<file path="config.mk">
export PLATFORM = sky130hd
export DESIGN_NAME = char_lcd_nibble_sequencer
export DESIGN_NICKNAME = d
export VERILOG_FILES = /design/src/rtl/clns_pkg.sv /design/src/rtl/clns_front.sv /design/src/rtl/clns_queue.sv /design/src/rtl/clns_back.sv /design/src/rtl/char_lcd_nibble_sequencer.sv
export SDC_FILE = /design/constraint.sdc
export NUM_CORES = 1
export LEC_CHECK = 0
export BUFFER_PORTS_ARGS = -buffer_cell sky130_fd_sc_hd__buf_2
export CORE_UTILIZATION = 55
export DETAILED_ROUTE_END_ITERATION = 8
export HOLD_SLACK_MARGIN = 0.06
export PLACE_DENSITY_LB_ADDON = 0.08
export SYNTH_ARGS = -nofsm -noshare
export SYNTH_HDL_FRONTEND = slang
export SYNTH_SLANG_ARGS = --single-unit
</file>
<file path="constraint.sdc">
create_clock -name aclk -period 3.32 [get_ports aclk]
set_clock_uncertainty 0.05 [all_clocks]
set_input_delay 0.166 -clock aclk [delete_from_list [all_inputs] [get_ports aclk]]
set_output_delay 0.166 -clock aclk [all_outputs]
set_load 0.1 [all_outputs]
</file>
<file path="src/rtl/clns_pkg.sv">
// package for the character lcd nibble sequencer
// request codes, register indexes, bus constants and the job word shared by all modules
// no dependencies
package clns_pkg;

    // request codes carried on s_tuser
    localparam logic [2:0] CMD_INIT       = 3'd0;
    localparam logic [2:0] CMD_WRITE_CMD  = 3'd1;
    localparam logic [2:0] CMD_WRITE_DATA = 3'd2;
    localparam logic [2:0] CMD_SET_CURSOR = 3'd3;
    localparam logic [2:0] CMD_CLEAR      = 3'd4;
    localparam logic [2:0] CMD_HOME       = 3'd5;

    // register indexes, taken from paddr[3:2]
    localparam logic [1:0] REG_FUNCTION_SET   = 2'd0;
    localparam logic [1:0] REG_DISPLAY_CONTROL = 2'd1;
    localparam logic [1:0] REG_ENTRY_MODE     = 2'd2;

    localparam logic [7:0] FUNCTION_SET_RESET    = 8'h28;
    localparam logic [7:0] DISPLAY_CONTROL_RESET = 8'h0E;
    localparam logic [7:0] ENTRY_MODE_RESET      = 8'h06;

    // fixed lcd command bytes
    localparam logic [7:0] BYTE_WAKE_8BIT = 8'h33;
    localparam logic [7:0] BYTE_WAKE_4BIT = 8'h32;
    localparam logic [7:0] BYTE_CLEAR     = 8'h01;
    localparam logic [7:0] BYTE_HOME      = 8'h02;
    localparam logic [7:0] DDRAM_ROW1     = 8'h80;
    localparam logic [7:0] DDRAM_ROW2     = 8'hC0;

    localparam logic [1:0] ROW_FIRST  = 2'd1;
    localparam logic [1:0] ROW_SECOND = 2'd2;
    localparam logic [5:0] COL_MIN    = 6'd1;
    localparam logic [5:0] COL_MAX    = 6'd40;

    // hold times in ms
    localparam logic [5:0] HOLD_NONE   = 6'd0;
    localparam logic [5:0] HOLD_STROBE = 6'd1;
    localparam logic [5:0] HOLD_SHORT  = 6'd2;
    localparam logic [5:0] HOLD_STEP   = 6'd5;
    localparam logic [5:0] HOLD_POWER  = 6'd40;

    // init byte steps after the power-up wait
    localparam logic [2:0] STEP_WAKE_8BIT   = 3'd0;
    localparam logic [2:0] STEP_WAKE_4BIT   = 3'd1;
    localparam logic [2:0] STEP_FUNCTION    = 3'd2;
    localparam logic [2:0] STEP_CLEAR       = 3'd3;
    localparam logic [2:0] STEP_DISPLAY     = 3'd4;
    localparam logic [2:0] STEP_ENTRY       = 3'd5;

    // nibble phases of one byte
    localparam logic [1:0] PHASE_LAST = 2'd3;

    typedef struct packed {
        logic [7:0] function_set;
        logic [7:0] display_control;
        logic [7:0] entry_mode;
    } cfg_t;

    // one unit of work for the back end: a byte or the all-low power-up wait
    typedef struct packed {
        logic       is_wait;
        logic       rs;
        logic [7:0] data;
        logic [5:0] tail_hold;
        logic       last;
    } job_t;

endpackage

</file>
<file path="src/rtl/clns_front.sv">
// front end: accepts requests and turns each into byte jobs for the queue
// uses clns_pkg; init is stepped out one job per cycle while the queue has room
module clns_front
    import clns_pkg::*;
(
    input  logic       aclk,
    input  logic       aresetn,
    input  logic       s_tvalid,
    output logic       s_tready,
    input  logic [2:0] command,
    input  logic [7:0] byte_value,
    input  logic [1:0] row,
    input  logic [5:0] column,
    input  cfg_t       cfg,
    input  logic       q_full,
    output logic       push,
    output job_t       push_job
);

    typedef enum logic {FR_IDLE, FR_INIT} state_t;

    state_t     state_reg;
    logic [2:0] step_reg;
    logic       accept;
    logic [5:0] col_sat;
    logic [5:0] col_addr;
    logic [7:0] cursor_byte;

    always_comb begin
        if (column < COL_MIN) begin
            col_sat = COL_MIN;
        end else if (column > COL_MAX) begin
            col_sat = COL_MAX;
        end else begin
            col_sat = column;
        end
        col_addr    = col_sat - COL_MIN;
        cursor_byte = ((row == ROW_FIRST) ? DDRAM_ROW1 : DDRAM_ROW2) | {2'b00, col_addr};
    end

    assign s_tready = (state_reg == FR_IDLE) && !q_full;
    assign accept   = s_tvalid && s_tready;

    always_comb begin
        push     = 1'b0;
        push_job = '0;
        unique case (state_reg)
            FR_IDLE: begin
                if (accept) begin
                    case (command)
                        CMD_INIT: begin
                            push              = 1'b1;
                            push_job.is_wait  = 1'b1;
                            push_job.tail_hold = HOLD_POWER;
                        end
                        CMD_WRITE_CMD, CMD_WRITE_DATA: begin
                            push               = 1'b1;
                            push_job.rs        = (command == CMD_WRITE_DATA);
                            push_job.data      = byte_value;
                            push_job.tail_hold = HOLD_NONE;
                            push_job.last      = 1'b1;
                        end
                        CMD_SET_CURSOR: begin
                            // rows other than one and two give nothing
                            push               = (row == ROW_FIRST) || (row == ROW_SECOND);
                            push_job.data      = cursor_byte;
                            push_job.tail_hold = HOLD_NONE;
                            push_job.last      = 1'b1;
                        end
                        CMD_CLEAR, CMD_HOME: begin
                            push               = 1'b1;
                            push_job.data      = (command == CMD_CLEAR) ? BYTE_CLEAR : BYTE_HOME;
                            push_job.tail_hold = HOLD_SHORT;
                            push_job.last      = 1'b1;
                        end
                        default: begin
                            push = 1'b0;
                        end
                    endcase
                end
            end
            FR_INIT: begin
                push               = !q_full;
                push_job.tail_hold = HOLD_STEP;
                push_job.last      = (step_reg == STEP_ENTRY);
                unique case (step_reg)
                    STEP_WAKE_8BIT: begin
                        push_job.data      = BYTE_WAKE_8BIT;
                        push_job.tail_hold = HOLD_NONE;
                    end
                    STEP_WAKE_4BIT: push_job.data = BYTE_WAKE_4BIT;
                    STEP_FUNCTION:  push_job.data = cfg.function_set;
                    STEP_CLEAR:     push_job.data = BYTE_CLEAR;
                    STEP_DISPLAY:   push_job.data = cfg.display_control;
                    default:        push_job.data = cfg.entry_mode;
                endcase
            end
            default: begin
                push = 1'b0;
            end
        endcase
    end

    always_ff @(posedge aclk) begin
        if (!aresetn) begin
            state_reg <= FR_IDLE;
            step_reg  <= STEP_WAKE_8BIT;
        end else begin
            unique case (state_reg)
                FR_IDLE: begin
                    if (accept && command == CMD_INIT) begin
                        state_reg <= FR_INIT;
                        step_reg  <= STEP_WAKE_8BIT;
                    end
                end
                FR_INIT: begin
                    if (!q_full) begin
                        if (step_reg == STEP_ENTRY) begin
                            state_reg <= FR_IDLE;
                        end else begin
                            step_reg <= step_reg + 3'd1;
                        end
                    end
                end
                default: state_reg <= FR_IDLE;
            endcase
        end
    end

    // never push into a full queue
    a_no_push_full: assert property (@(posedge aclk) disable iff (!aresetn)
        push |-> !q_full) else $error("front pushed into full queue");

    // init steps stay within the six bytes
    a_step_range: assert property (@(posedge aclk) disable iff (!aresetn)
        state_reg == FR_INIT |-> step_reg <= STEP_ENTRY) else $error("init step out of range");

endmodule

</file>
<file path="src/rtl/clns_queue.sv">
// job queue between front and back end
// uses clns_pkg for job_t; flop storage read at the head only
module clns_queue
    import clns_pkg::*;
#(
    parameter int DEPTH = 4
) (
    input  logic aclk,
    input  logic aresetn,
    input  logic push,
    input  job_t push_job,
    input  logic pop,
    output job_t head_job,
    output logic full,
    output logic empty
);

    localparam int PTR_W = $clog2(DEPTH);
    localparam int CNT_W = $clog2(DEPTH + 1);

    job_t             mem_reg [DEPTH];
    logic [PTR_W-1:0] wr_ptr_reg;
    logic [PTR_W-1:0] rd_ptr_reg;
    logic [CNT_W-1:0] count_reg;
    logic             do_push;
    logic             do_pop;

    assign full     = (count_reg == CNT_W'(DEPTH));
    assign empty    = (count_reg == '0);
    assign do_push  = push && !full;
    assign do_pop   = pop && !empty;
    assign head_job = mem_reg[rd_ptr_reg];

    always_ff @(posedge aclk) begin
        if (do_push) begin
            mem_reg[wr_ptr_reg] <= push_job;
        end
    end

    always_ff @(posedge aclk) begin
        if (!aresetn) begin
            wr_ptr_reg <= '0;
            rd_ptr_reg <= '0;
            count_reg  <= '0;
        end else begin
            if (do_push) begin
                wr_ptr_reg <= (wr_ptr_reg == PTR_W'(DEPTH - 1)) ? '0 : wr_ptr_reg + 1'b1;
            end
            if (do_pop) begin
                rd_ptr_reg <= (rd_ptr_reg == PTR_W'(DEPTH - 1)) ? '0 : rd_ptr_reg + 1'b1;
            end
            if (do_push && !do_pop) begin
                count_reg <= count_reg + 1'b1;
            end else if (do_pop && !do_push) begin
                count_reg <= count_reg - 1'b1;
            end
        end
    end

    a_count_bound: assert property (@(posedge aclk) disable iff (!aresetn)
        count_reg <= CNT_W'(DEPTH)) else $error("queue count over depth");

endmodule

</file>
<file path="src/rtl/clns_back.sv">
// back end: expands each job into pin events into an output register, one per cycle
// unless m_tready stalls it; uses clns_pkg; a byte is four events, the power-up wait one
module clns_back
    import clns_pkg::*;
(
    input  logic       aclk,
    input  logic       aresetn,
    input  job_t       head_job,
    input  logic       q_empty,
    output logic       pop,
    output logic       m_tvalid,
    input  logic       m_tready,
    output logic       reg_select,
    output logic [3:0] nibble,
    output logic       enable,
    output logic [5:0] hold_ms,
    output logic       last
);

    job_t       job_reg;
    logic       job_valid_reg;
    logic [1:0] phase_reg;
    logic       out_valid_reg;
    logic       rs_reg;
    logic [3:0] nibble_reg;
    logic       enable_reg;
    logic [5:0] hold_reg;
    logic       last_reg;

    logic       out_free;
    logic       emit;
    logic       job_done;
    logic       load;
    logic       rs_next;
    logic [3:0] nibble_next;
    logic       enable_next;
    logic [5:0] hold_next;
    logic       last_next;

    assign out_free = !out_valid_reg || m_tready;
    assign emit     = job_valid_reg && out_free;
    assign job_done = emit && (job_reg.is_wait || phase_reg == PHASE_LAST);
    assign load     = (!job_valid_reg || job_done) && !q_empty;
    assign pop      = load;

    // phase bit 1 picks the low nibble, bit 0 is the enable-low half
    always_comb begin
        rs_next = job_reg.rs;
        if (job_reg.is_wait) begin
            nibble_next = 4'h0;
            enable_next = 1'b0;
            hold_next   = job_reg.tail_hold;
            last_next   = 1'b0;
        end else begin
            nibble_next = phase_reg[1] ? job_reg.data[3:0] : job_reg.data[7:4];
            enable_next = !phase_reg[0];
            if (!phase_reg[0]) begin
                hold_next = HOLD_STROBE;
            end else if (phase_reg[1]) begin
                hold_next = job_reg.tail_hold;
            end else begin
                hold_next = HOLD_NONE;
            end
            last_next = job_reg.last && (phase_reg == PHASE_LAST);
        end
    end

    always_ff @(posedge aclk) begin
        if (load) begin
            job_reg <= head_job;
        end
        if (out_free && emit) begin
            rs_reg     <= rs_next;
            nibble_reg <= nibble_next;
            enable_reg <= enable_next;
            hold_reg   <= hold_next;
            last_reg   <= last_next;
        end
    end

    always_ff @(posedge aclk) begin
        if (!aresetn) begin
            job_valid_reg <= 1'b0;
            phase_reg     <= '0;
            out_valid_reg <= 1'b0;
        end else begin
            if (load) begin
                job_valid_reg <= 1'b1;
                phase_reg     <= '0;
            end else if (job_done) begin
                job_valid_reg <= 1'b0;
                phase_reg     <= '0;
            end else if (emit) begin
                phase_reg <= phase_reg + 2'd1;
            end
            if (out_free) begin
                out_valid_reg <= emit;
            end
        end
    end

    assign m_tvalid   = out_valid_reg;
    assign reg_select = rs_reg;
    assign nibble     = nibble_reg;
    assign enable     = enable_reg;
    assign hold_ms    = hold_reg;
    assign last       = last_reg;

    // a run always ends on an enable-low event
    a_last_low: assert property (@(posedge aclk) disable iff (!aresetn)
        out_valid_reg && last_reg |-> !enable_reg) else $error("last word with enable high");

    // a strobe-high event is always held one ms
    a_strobe_hold: assert property (@(posedge aclk) disable iff (!aresetn)
        out_valid_reg && enable_reg |-> hold_reg == HOLD_STROBE) else $error("bad strobe hold");

    // phase only moves while a job is held
    a_phase_idle: assert property (@(posedge aclk) disable iff (!aresetn)
        !job_valid_reg |-> phase_reg == '0) else $error("phase moved without a job");

endmodule

</file>
<file path="src/rtl/char_lcd_nibble_sequencer.sv">
// Four-bit character-LCD bus sequencer. Each request word on the s_ side yields a run of
// pin-event words on the m_ side (RS, D7..D4, enable level, hold time in ms, last mark):
// init gives 25 words, command/data/cursor/clear/home give 4, unused codes and cursor rows
// other than 1 and 2 give none. The back end issues one event word per cycle unless m_tready
// stalls the output register; the front end takes the next request once it has queued every
// byte of the current one and the job queue has room. Registers: 0x0 function set, 0x4
// display control, 0x8 entry mode.
// depends on clns_pkg, clns_front, clns_queue, clns_back
module char_lcd_nibble_sequencer
    import clns_pkg::*;
#(
    parameter int QUEUE_DEPTH = 4
) (
    input  logic        aclk,
    input  logic        aresetn,
    // request channel
    input  logic        s_tvalid,
    output logic        s_tready,
    input  logic [15:0] s_tdata,  // byte_value[7:0], row[9:8], column[15:10]
    input  logic [2:0]  s_tuser,  // command[2:0]
    // pin event channel
    output logic        m_tvalid,
    input  logic        m_tready,
    output logic [15:0] m_tdata,  // nibble[3:0], enable[4], hold_ms[10:5], zero[15:11]
    output logic        m_tuser,  // reg_select
    output logic        m_tlast,
    // register port
    input  logic        psel,
    input  logic        penable,
    input  logic        pwrite,
    input  logic [3:0]  paddr,
    input  logic [31:0] pwdata,
    output logic [31:0] prdata,
    output logic        pready
);

    cfg_t       cfg_reg;
    logic       reg_write;
    logic [1:0] reg_index;

    logic       q_full;
    logic       q_empty;
    logic       push;
    logic       pop;
    job_t       push_job;
    job_t       head_job;

    logic [3:0] ev_nibble;
    logic       ev_enable;
    logic [5:0] ev_hold;

    assign pready    = 1'b1;
    assign reg_write = psel && penable && pwrite && pready;
    assign reg_index = paddr[3:2];

    always_ff @(posedge aclk) begin
        if (!aresetn) begin
            cfg_reg.function_set    <= FUNCTION_SET_RESET;
            cfg_reg.display_control <= DISPLAY_CONTROL_RESET;
            cfg_reg.entry_mode      <= ENTRY_MODE_RESET;
        end else if (reg_write) begin
            case (reg_index)
                REG_FUNCTION_SET:    cfg_reg.function_set    <= pwdata[7:0];
                REG_DISPLAY_CONTROL: cfg_reg.display_control <= pwdata[7:0];
                REG_ENTRY_MODE:      cfg_reg.entry_mode      <= pwdata[7:0];
                default:             ;
            endcase
        end
    end

    always_comb begin
        case (reg_index)
            REG_FUNCTION_SET:    prdata = {24'h0, cfg_reg.function_set};
            REG_DISPLAY_CONTROL: prdata = {24'h0, cfg_reg.display_control};
            REG_ENTRY_MODE:      prdata = {24'h0, cfg_reg.entry_mode};
            default:             prdata = 32'h0;
        endcase
    end

    clns_front u_front (
        .aclk       (aclk),
        .aresetn    (aresetn),
        .s_tvalid   (s_tvalid),
        .s_tready   (s_tready),
        .command    (s_tuser),
        .byte_value (s_tdata[7:0]),
        .row        (s_tdata[9:8]),
        .column     (s_tdata[15:10]),
        .cfg        (cfg_reg),
        .q_full     (q_full),
        .push       (push),
        .push_job   (push_job)
    );

    clns_queue #(
        .DEPTH (QUEUE_DEPTH)
    ) u_queue (
        .aclk     (aclk),
        .aresetn  (aresetn),
        .push     (push),
        .push_job (push_job),
        .pop      (pop),
        .head_job (head_job),
        .full     (q_full),
        .empty    (q_empty)
    );

    clns_back u_back (
        .aclk       (aclk),
        .aresetn    (aresetn),
        .head_job   (head_job),
        .q_empty    (q_empty),
        .pop        (pop),
        .m_tvalid   (m_tvalid),
        .m_tready   (m_tready),
        .reg_select (m_tuser),
        .nibble     (ev_nibble),
        .enable     (ev_enable),
        .hold_ms    (ev_hold),
        .last       (m_tlast)
    );

    assign m_tdata = {5'b00000, ev_hold, ev_enable, ev_nibble};

endmodule

</file>
==> results.ini, run 1 <==
[setup_path]
cp_slowest_cell = dfxtp_1
start_kind = flop
critPathArrivalTime_ns = 3.05
crit_chain = inv_2 -> a311oi_4 -> ha_1 -> inv_1 -> fa_1 -> xor2_1 -> or3_1 -> a21oi_1
endpoint_kind = flop
critPathBufInv = 2
ff2ff_setup_slack_ns = 0.66
cpLargestDelayFamily = adder cells
reg2reg_to = u_queue.count_reg[2]
slowest_delay_ns = 0.52
reg2regPathDepth = 8
cp_max_fo = 10
crit_type = flop to flop
r2r_start = u_front.state_reg
required_ns = 3.71

[sta]
timing.final.crit_share = 0.801
rsz0062_at_grt = no
tightest_slew_ns = 1.08
slew_headroom = 0.276
hold_viol = 0
fin_setup_tns_ns = 0
setup_violations = 0
min_period_ns = 2.66
drv_slew = 0
max_freq_mhz = 376

[status]
status = finished clean

[floorplan]
initial_core_util = 0.565
dieArea_um2 = 10900
num_rows = 37
die_h_um = 104
core_region_area_um2 = 10200
io_pins = 115
dieWidth_um = 104

[layout]
nets = 615
final_util = 0.656
antenna_cells = 0
drive_above_1_share = 0.209
fin_cells = 687
n_fill_cell = 796
area_delta_synth_final_pct = 16.1
largest_register_ff_count = 56
fin_area_um2 = 6710

[clocking]
cts_tree = yes
ctsRootBufferMaster = clkbuf_8
clk_pin_slew_ns = 0.06
clk_latency_ns = 0.52
clockBufferDepth = 2
numCtsBuffers = 17
htreeDepth = 4
post_cts_buffers = 0
cts.sinks = 120

[synthesis]
synth_top_cell_by_area = edfxtp_1
synth_area_per_cell_um2 = 12.3
synthTopCellsByCount = edfxtp_1 (81), nor2_1 (45), mux2i_1 (41)
yosysSeqAreaShare = 0.556
synth_area_leaders = edfxtp_1 (42%), dfxtp_1 (14%), mux2i_1 (7.1%)
synth.mux.area_fraction = 0.126
synth_edf_count = 81
synth_top_family_by_area = multiplexers
synth_simple_gate_area_share = 0.117
synthArstFlopShare = 0
ys_types = 62
ys_seq_elements = 120
synth_fa_ha_area_frac = 0.0338
synth_most_common_cell = edfxtp_1
syn_inst = 471
synth_warnings = 0
synth_flop_cell = edfxtp_1
synth-compound-area-share = 0.0877
syn-cell-area_um2 = 5780
synth_top_cell_area_share = 0.421
synth-xor-area-share = 0.00455

[flow_run]
cap_violations = 0

[global_route]
overflow = 0
grt_use_total = 0.225
first_global_vias = 3579
antenna_found_initial = 0
grt_max_degree = 29
grt_pass1_wl_mm = 18.1

[worst_hold_path]
min_to = u_queue.mem_reg[1][6]
worstHoldStart = s_tvalid
whs_path_depth = 3
hold_path.class = primary input to flop

[power_and_ir_drop]
seqPwrFrac = 0.393
power.density_nw_per_um2 = 785
p_clk_frac = 0.339
power_switching_mw = 1.87
p_leak_nw = 2.53
switching_share = 0.355
p_int_mw = 3.39
comb_power_share = 0.268
vdd.ir_drop.worst_mv = 0.428
power_mw = 5.27

[placed_design]
gp_congestion = 0.776
dp_hpwl_mm = 7.62
port_buffers = 57
dp_cells = 642
placed_area_um2 = 5990

[route]
wl_per_cell_um = 16.5
drtPass1Iterations = 4
drt_wl_total_mm = 11.4
routed_via_density = 5.42
drtIter0Drc = 166
antenna_left = 0
route.vias.total = 3723
drc_errors = 0

[what timing repair did]
action | in CTS | in global routing
gates resized for setup | 0 | 0
hold endpoints to repair | 31 | 0
hold buffers | 13 | 0
[stage by stage]
| stage | worst slack [ns] | hold WS [ns] |
|---|---|---|
| final | 0.661 | 0.132 |
| after global placement | 0.648 | 0.358 |
| after CTS | 0.654 | 0.105 |
| after detailed placement | 0.609 | 0.372 |
| after global routing | 0.489 | 0.124 |
| after floorplan | 0.288 | 0.241 |
[area by class of cell]
cell class,instances,area (um^2),share of cell area
sequential,120,3210,0.479
multi-input combinational,311,2250,0.335
timing repair buffer,73,438,0.0653
clock buffer,18,418,0.0623
tap,136,170,0.0254
clock inverter,14,166,0.0248
inverter,15,56.3,0.00839
[power by group through the flow]
stage | Combinational [mW] | Sequential [mW] | Clock [mW]
CTS | 1.42 | 2.08 | 1.82
detailed placement | 1.40 | 2.11 | 0
floorplan | 0.917 | 2.36 | 0
global placement | 1.38 | 2.09 | 0
finish | 1.41 | 2.07 | 1.79
global route | 1.50 | 2.10 | 1.89
[logic make-up after synthesis]
kind of cell	Yosys count
and+or+nand+nor	130
DFF	120
AOI/OAI and AO/OA	77
buffers and inverters	69
muxes	55
adders and majority gates	15
xor gates and xnor gates	3
other	2
[worst register-to-register path, stage by stage (launching register included)]
cell and delay [ns]:
dfxtp_1 0.52, inv_2 0.21, a311oi_4 0.49, ha_1 0.27
inv_1 0.06, fa_1 0.37, xor2_1 0.18, or3_1 0.31
a21oi_1 0.14
[per-layer routing]
layer  track usage  vias up  wire [um]
met2         0.371      135       5770
met3        0.0658       14        597
met5             0        -          0
met1         0.277     1765       4790
li1              -     1809          -
met4        0.0918        0        191
[cells in the final DEF (no fill, tap or decap), types with 14 or more instances in the layout]
cell type,count
a21oi_1,14
buf_2,57
clkbuf_16,16
conb_1,31
dfxtp_1,39
edfxtp_1,81
ha_1,14
mux2i_1,41
mux4_2,14
nand2_1,27
nand3_1,17
nor2_1,45
o21ai_0,25
[worst max path at each step]
stage / from / endpoint / slack (ns) / depth (start not counted)
floorplan: u_back.m_tvalid / u_queue.count_reg[2] / 0.29 / 10
global placement: s_tdata[8] / u_queue.count_reg[2] / 0.65 / 10
detailed placement: s_tdata[8] / u_queue.count_reg[2] / 0.61 / 10
CTS: u_front.state_reg / u_queue.count_reg[2] / 0.65 / 8
global route: u_front.state_reg / u_queue.count_reg[2] / 0.49 / 8
finish: u_front.state_reg / u_queue.count_reg[2] / 0.66 / 8
Power figures use the tool's default switching activity.
==> inputs of run 2 (changes only) <==
--- a/config.mk
+++ b/config.mk
@@ -5,6 +5,7 @@
 export SDC_FILE = /design/constraint.sdc
 export NUM_CORES = 1
 export LEC_CHECK = 0
+export ABC_AREA = 1
 export BUFFER_PORTS_ARGS = -buffer_cell sky130_fd_sc_hd__buf_2
 export CORE_UTILIZATION = 55
 export DETAILED_ROUTE_END_ITERATION = 8
==> constraint.sdc (replaced) <==
create_clock -name aclk -period 2.5 [get_ports aclk]
set_clock_uncertainty 0.05 [all_clocks]
set_input_delay 0.125 -clock aclk [delete_from_list [all_inputs] [get_ports aclk]]
set_output_delay 0.125 -clock aclk [all_outputs]
set_load 0.1 [all_outputs]
==> run 2 against run 1 <==
Design area fell by 0.19%. Register-to-register slack got worse by 0.38 ns. Worst hold slack got worse by 0.042 ns. Count of clock-buffer cells in the layout did not move. Combinational power rose by 62%. Via count rose by 13%. Sequential share of layout area rose by 0.16 points. Sequential power rose by 32%.
==> results.ini, run 2 <==
[synthesis]
synth_area_leaders = edfxtp_1 (43%), dfxtp_1 (14%), nand2_1 (6.3%)
synth_top_cell_by_area = edfxtp_1
synth_warnings = 0  ; unchanged
syn_inst = 588  ; +25%
yosysSeqAreaShare = 0.573  ; +0.0168
synth_top_cell_area_share = 0.434  ; +0.0127
synthArstFlopShare = 0  ; unchanged
synth_area_per_cell_um2 = 9.54  ; -22%
ys_seq_elements = 120  ; unchanged
synth_edf_count = 81  ; unchanged
synth_most_common_cell = nand2_1
syn-cell-area_um2 = 5610  ; -2.9%
synth_flop_cell = edfxtp_1
ys_types = 33  ; -47%
synthTopCellsByCount = nand2_1 (94), edfxtp_1 (81), nor2_1 (75)

[setup_path]
slowest_delay_ns = 0.39  ; -0.13 ns
crit_type = flop to flop
required_ns = 2.89  ; -0.82 ns
start_kind = flop
startpoint = u_back.phase_reg[0]
crit_chain = ha_1 -> o21ai_2 -> and2_4 -> nor2_4 -> inv_4 -> ha_1 -> inv_1 -> fa_1 -> nor2_1 -> nor2_1 -> nand2_1 -> o21ai_0 -> a21oi_1
critPathBufInv = 2  ; unchanged
cp_slowest_cell = fa_1
cp_max_fo = 6  ; -4
r2r_start = u_back.phase_reg[0]
cpLargestDelayFamily = adder cells
endpoint_kind = flop
critPathArrivalTime_ns = 2.61  ; -0.44 ns

[floorplan]
io_pins = 115  ; unchanged
core_region_area_um2 = 9820  ; -4.0%
initial_core_util = 0.571  ; +0.00647
die_h_um = 103  ; -1.4%
dieArea_um2 = 10600  ; -2.9%
dieWidth_um = 103  ; -1.4%
num_rows = 36  ; -2.7%

[global_route]
antenna_found_initial = 0  ; unchanged
first_global_vias = 4021  ; +12%
grt_pass1_wl_mm = 18.9  ; +4.3%
overflow = 0  ; unchanged
grt_use_total = 0.241  ; +0.0161
grt_max_degree = 34  ; +17%

[route]
route.vias.total = 4224  ; +13%
antenna_left = 0  ; unchanged
drt_wl_total_mm = 11.3  ; -0.25%
wl_per_cell_um = 13.8  ; -16%
drtIter0Drc = 99  ; -40%
routed_via_density = 5.15  ; -4.9%
drc_errors = 0  ; unchanged
drtPass1Iterations = 4  ; unchanged

[layout]
n_fill_cell = 811  ; +1.9%
largest_register_ff_count = 56  ; unchanged
nets = 751  ; +22%
regArea_um2 = 3220  ; +0.16%
most-common-layout-cells = nand2_1 (92), edfxtp_1 (81), nor2_1 (75), buf_2 (57), o21ai_0 (54)
multi_input_area_um2 = 1990  ; -11%
area_delta_synth_final_pct = 19.4
drive_above_1_share = 0.191  ; -0.0180
final_common_cell = nand2_1
antenna_cells = 0  ; unchanged
fin_cells = 820  ; +19%
final_util = 0.682  ; +0.0262

[sta]
tightest_slew_ns = 0.822  ; -0.261 ns
min_period_ns = 2.22  ; -0.437 ns
max_freq_mhz = 450  ; +20%
hold_viol = 0  ; unchanged
timing.final.crit_share = 0.889  ; +0.0879
hold_ws_ns = 0.0899  ; -0.0423 ns
drv_slew = 0  ; unchanged
fin_setup_tns_ns = 0  ; unchanged
setup_violations = 0  ; unchanged
slew_headroom = 0.451  ; +0.175
rsz0062_at_grt = no

[power_and_ir_drop]
comb_power_share = 0.314  ; +0.046
power.density_nw_per_um2 = 1080  ; +38%
p_clk_frac = 0.309  ; -0.030
power_switching_mw = 2.73  ; +46%
seqPwrFrac = 0.377  ; -0.016
vdd.ir_drop.worst_mv = 0.639  ; +49%
p_leak_nw = 2.76  ; +9.3%
switching_share = 0.377  ; +0.0220
p_int_mw = 4.50  ; +33%

[placed_design]
gp_congestion = 0.843  ; +8.6%
dp_cells = 769  ; +20%
port_buffers = 57  ; unchanged
dp_hpwl_mm = 8.03  ; +5.3%

[clocking]
htreeDepth = 4  ; unchanged
ctsRootBufferMaster = clkbuf_8
clk_latency_ns = 0.51  ; about the same
clockBufferDepth = 2  ; unchanged
clk_pin_slew_ns = 0.06  ; about the same
cts.sinks = 120  ; unchanged
cts_tree = yes
numCtsBuffers = 17  ; unchanged

[worst_hold_path]
hold_path.class = primary input to flop
worstHoldStart = paddr[3]

[status]
status = finished clean

[flow_run]
cap_violations = 0  ; unchanged

[run 2: changes by cell type after synthesis, sizes merged, moves of 16 or more]
cell   before  now
nor2       45   83
inv        15   59
nand2      27   96
o21ai      25   64
a21oi      14   30
mux2i      41    0
[run 2: kinds of logic (layout without fill, tap and decap cells)]
group,after synthesis,after routing,synth area share
and+or+nand+nor,211,211,0.161
adders and majority gates,15,15,0.0348
buffers and inverters,106,176,0.0944
AOI/OAI and AO/OA,134,134,0.135
other,2,31,0.00134
DFF,120,120,0.573
[run 2: metrics by stage]
stage	worst slack, ns	area [um^2]	total power, mW
CTS	0.121	6690	7.27
floorplan	0.0200	5730	4.61
global route	0.0239	6700	7.63
global placement	0.265	5940	4.95
finish	0.278	6700	7.24
detailed placement	0.160	5940	5.01
[run 2: final timing paths]
path,cells after the start,to,slack [ns]
min,6,cfg_reg[19],0.09
max,13,u_queue.count_reg[2],0.28
max reg2reg,13,u_queue.count_reg[2],0.28
min reg2reg,0,u_back.reg_select,0.38
[run 2: power groups by stage]
stage	logic (mW)	registers, mW	clock network, mW
after CTS	2.28	2.73	2.26
after global placement	2.19	2.76	0
after global routing	2.49	2.77	2.36
after detailed placement	2.24	2.77	0
final	2.28	2.73	2.23
after floorplan	1.37	3.24	0
[run 2: final cells by class]
cell class	count	area share
multi-input combinational	391	0.297
tap	133	0.0249
sequential	120	0.481
timing repair buffer	85	0.0811
clock buffer	18	0.0624
clock inverter	14	0.0200
inverter	59	0.0338
[run 2: tightest hold or removal path, stage by stage]
cell and delay, ns:
buf_2 0.10, nor2_2 0.09, inv_2 0.07, nor2_2 0.08, nand2_1 0.06, nand3_1 0.07
[run 2: routing by layer]
metal	GRT usage	wire length [um]
met5	0	0
met4	0.0856	115
met3	0.0705	512
met2	0.438	6090
met1	0.268	4600
[run 2: repair_timing]
item	CTS	global route
hold buffers	19	0
resized for setup	0	4
buffers inserted	0	0
setup endpoints to repair	0	1
hold endpoints to repair	52	0
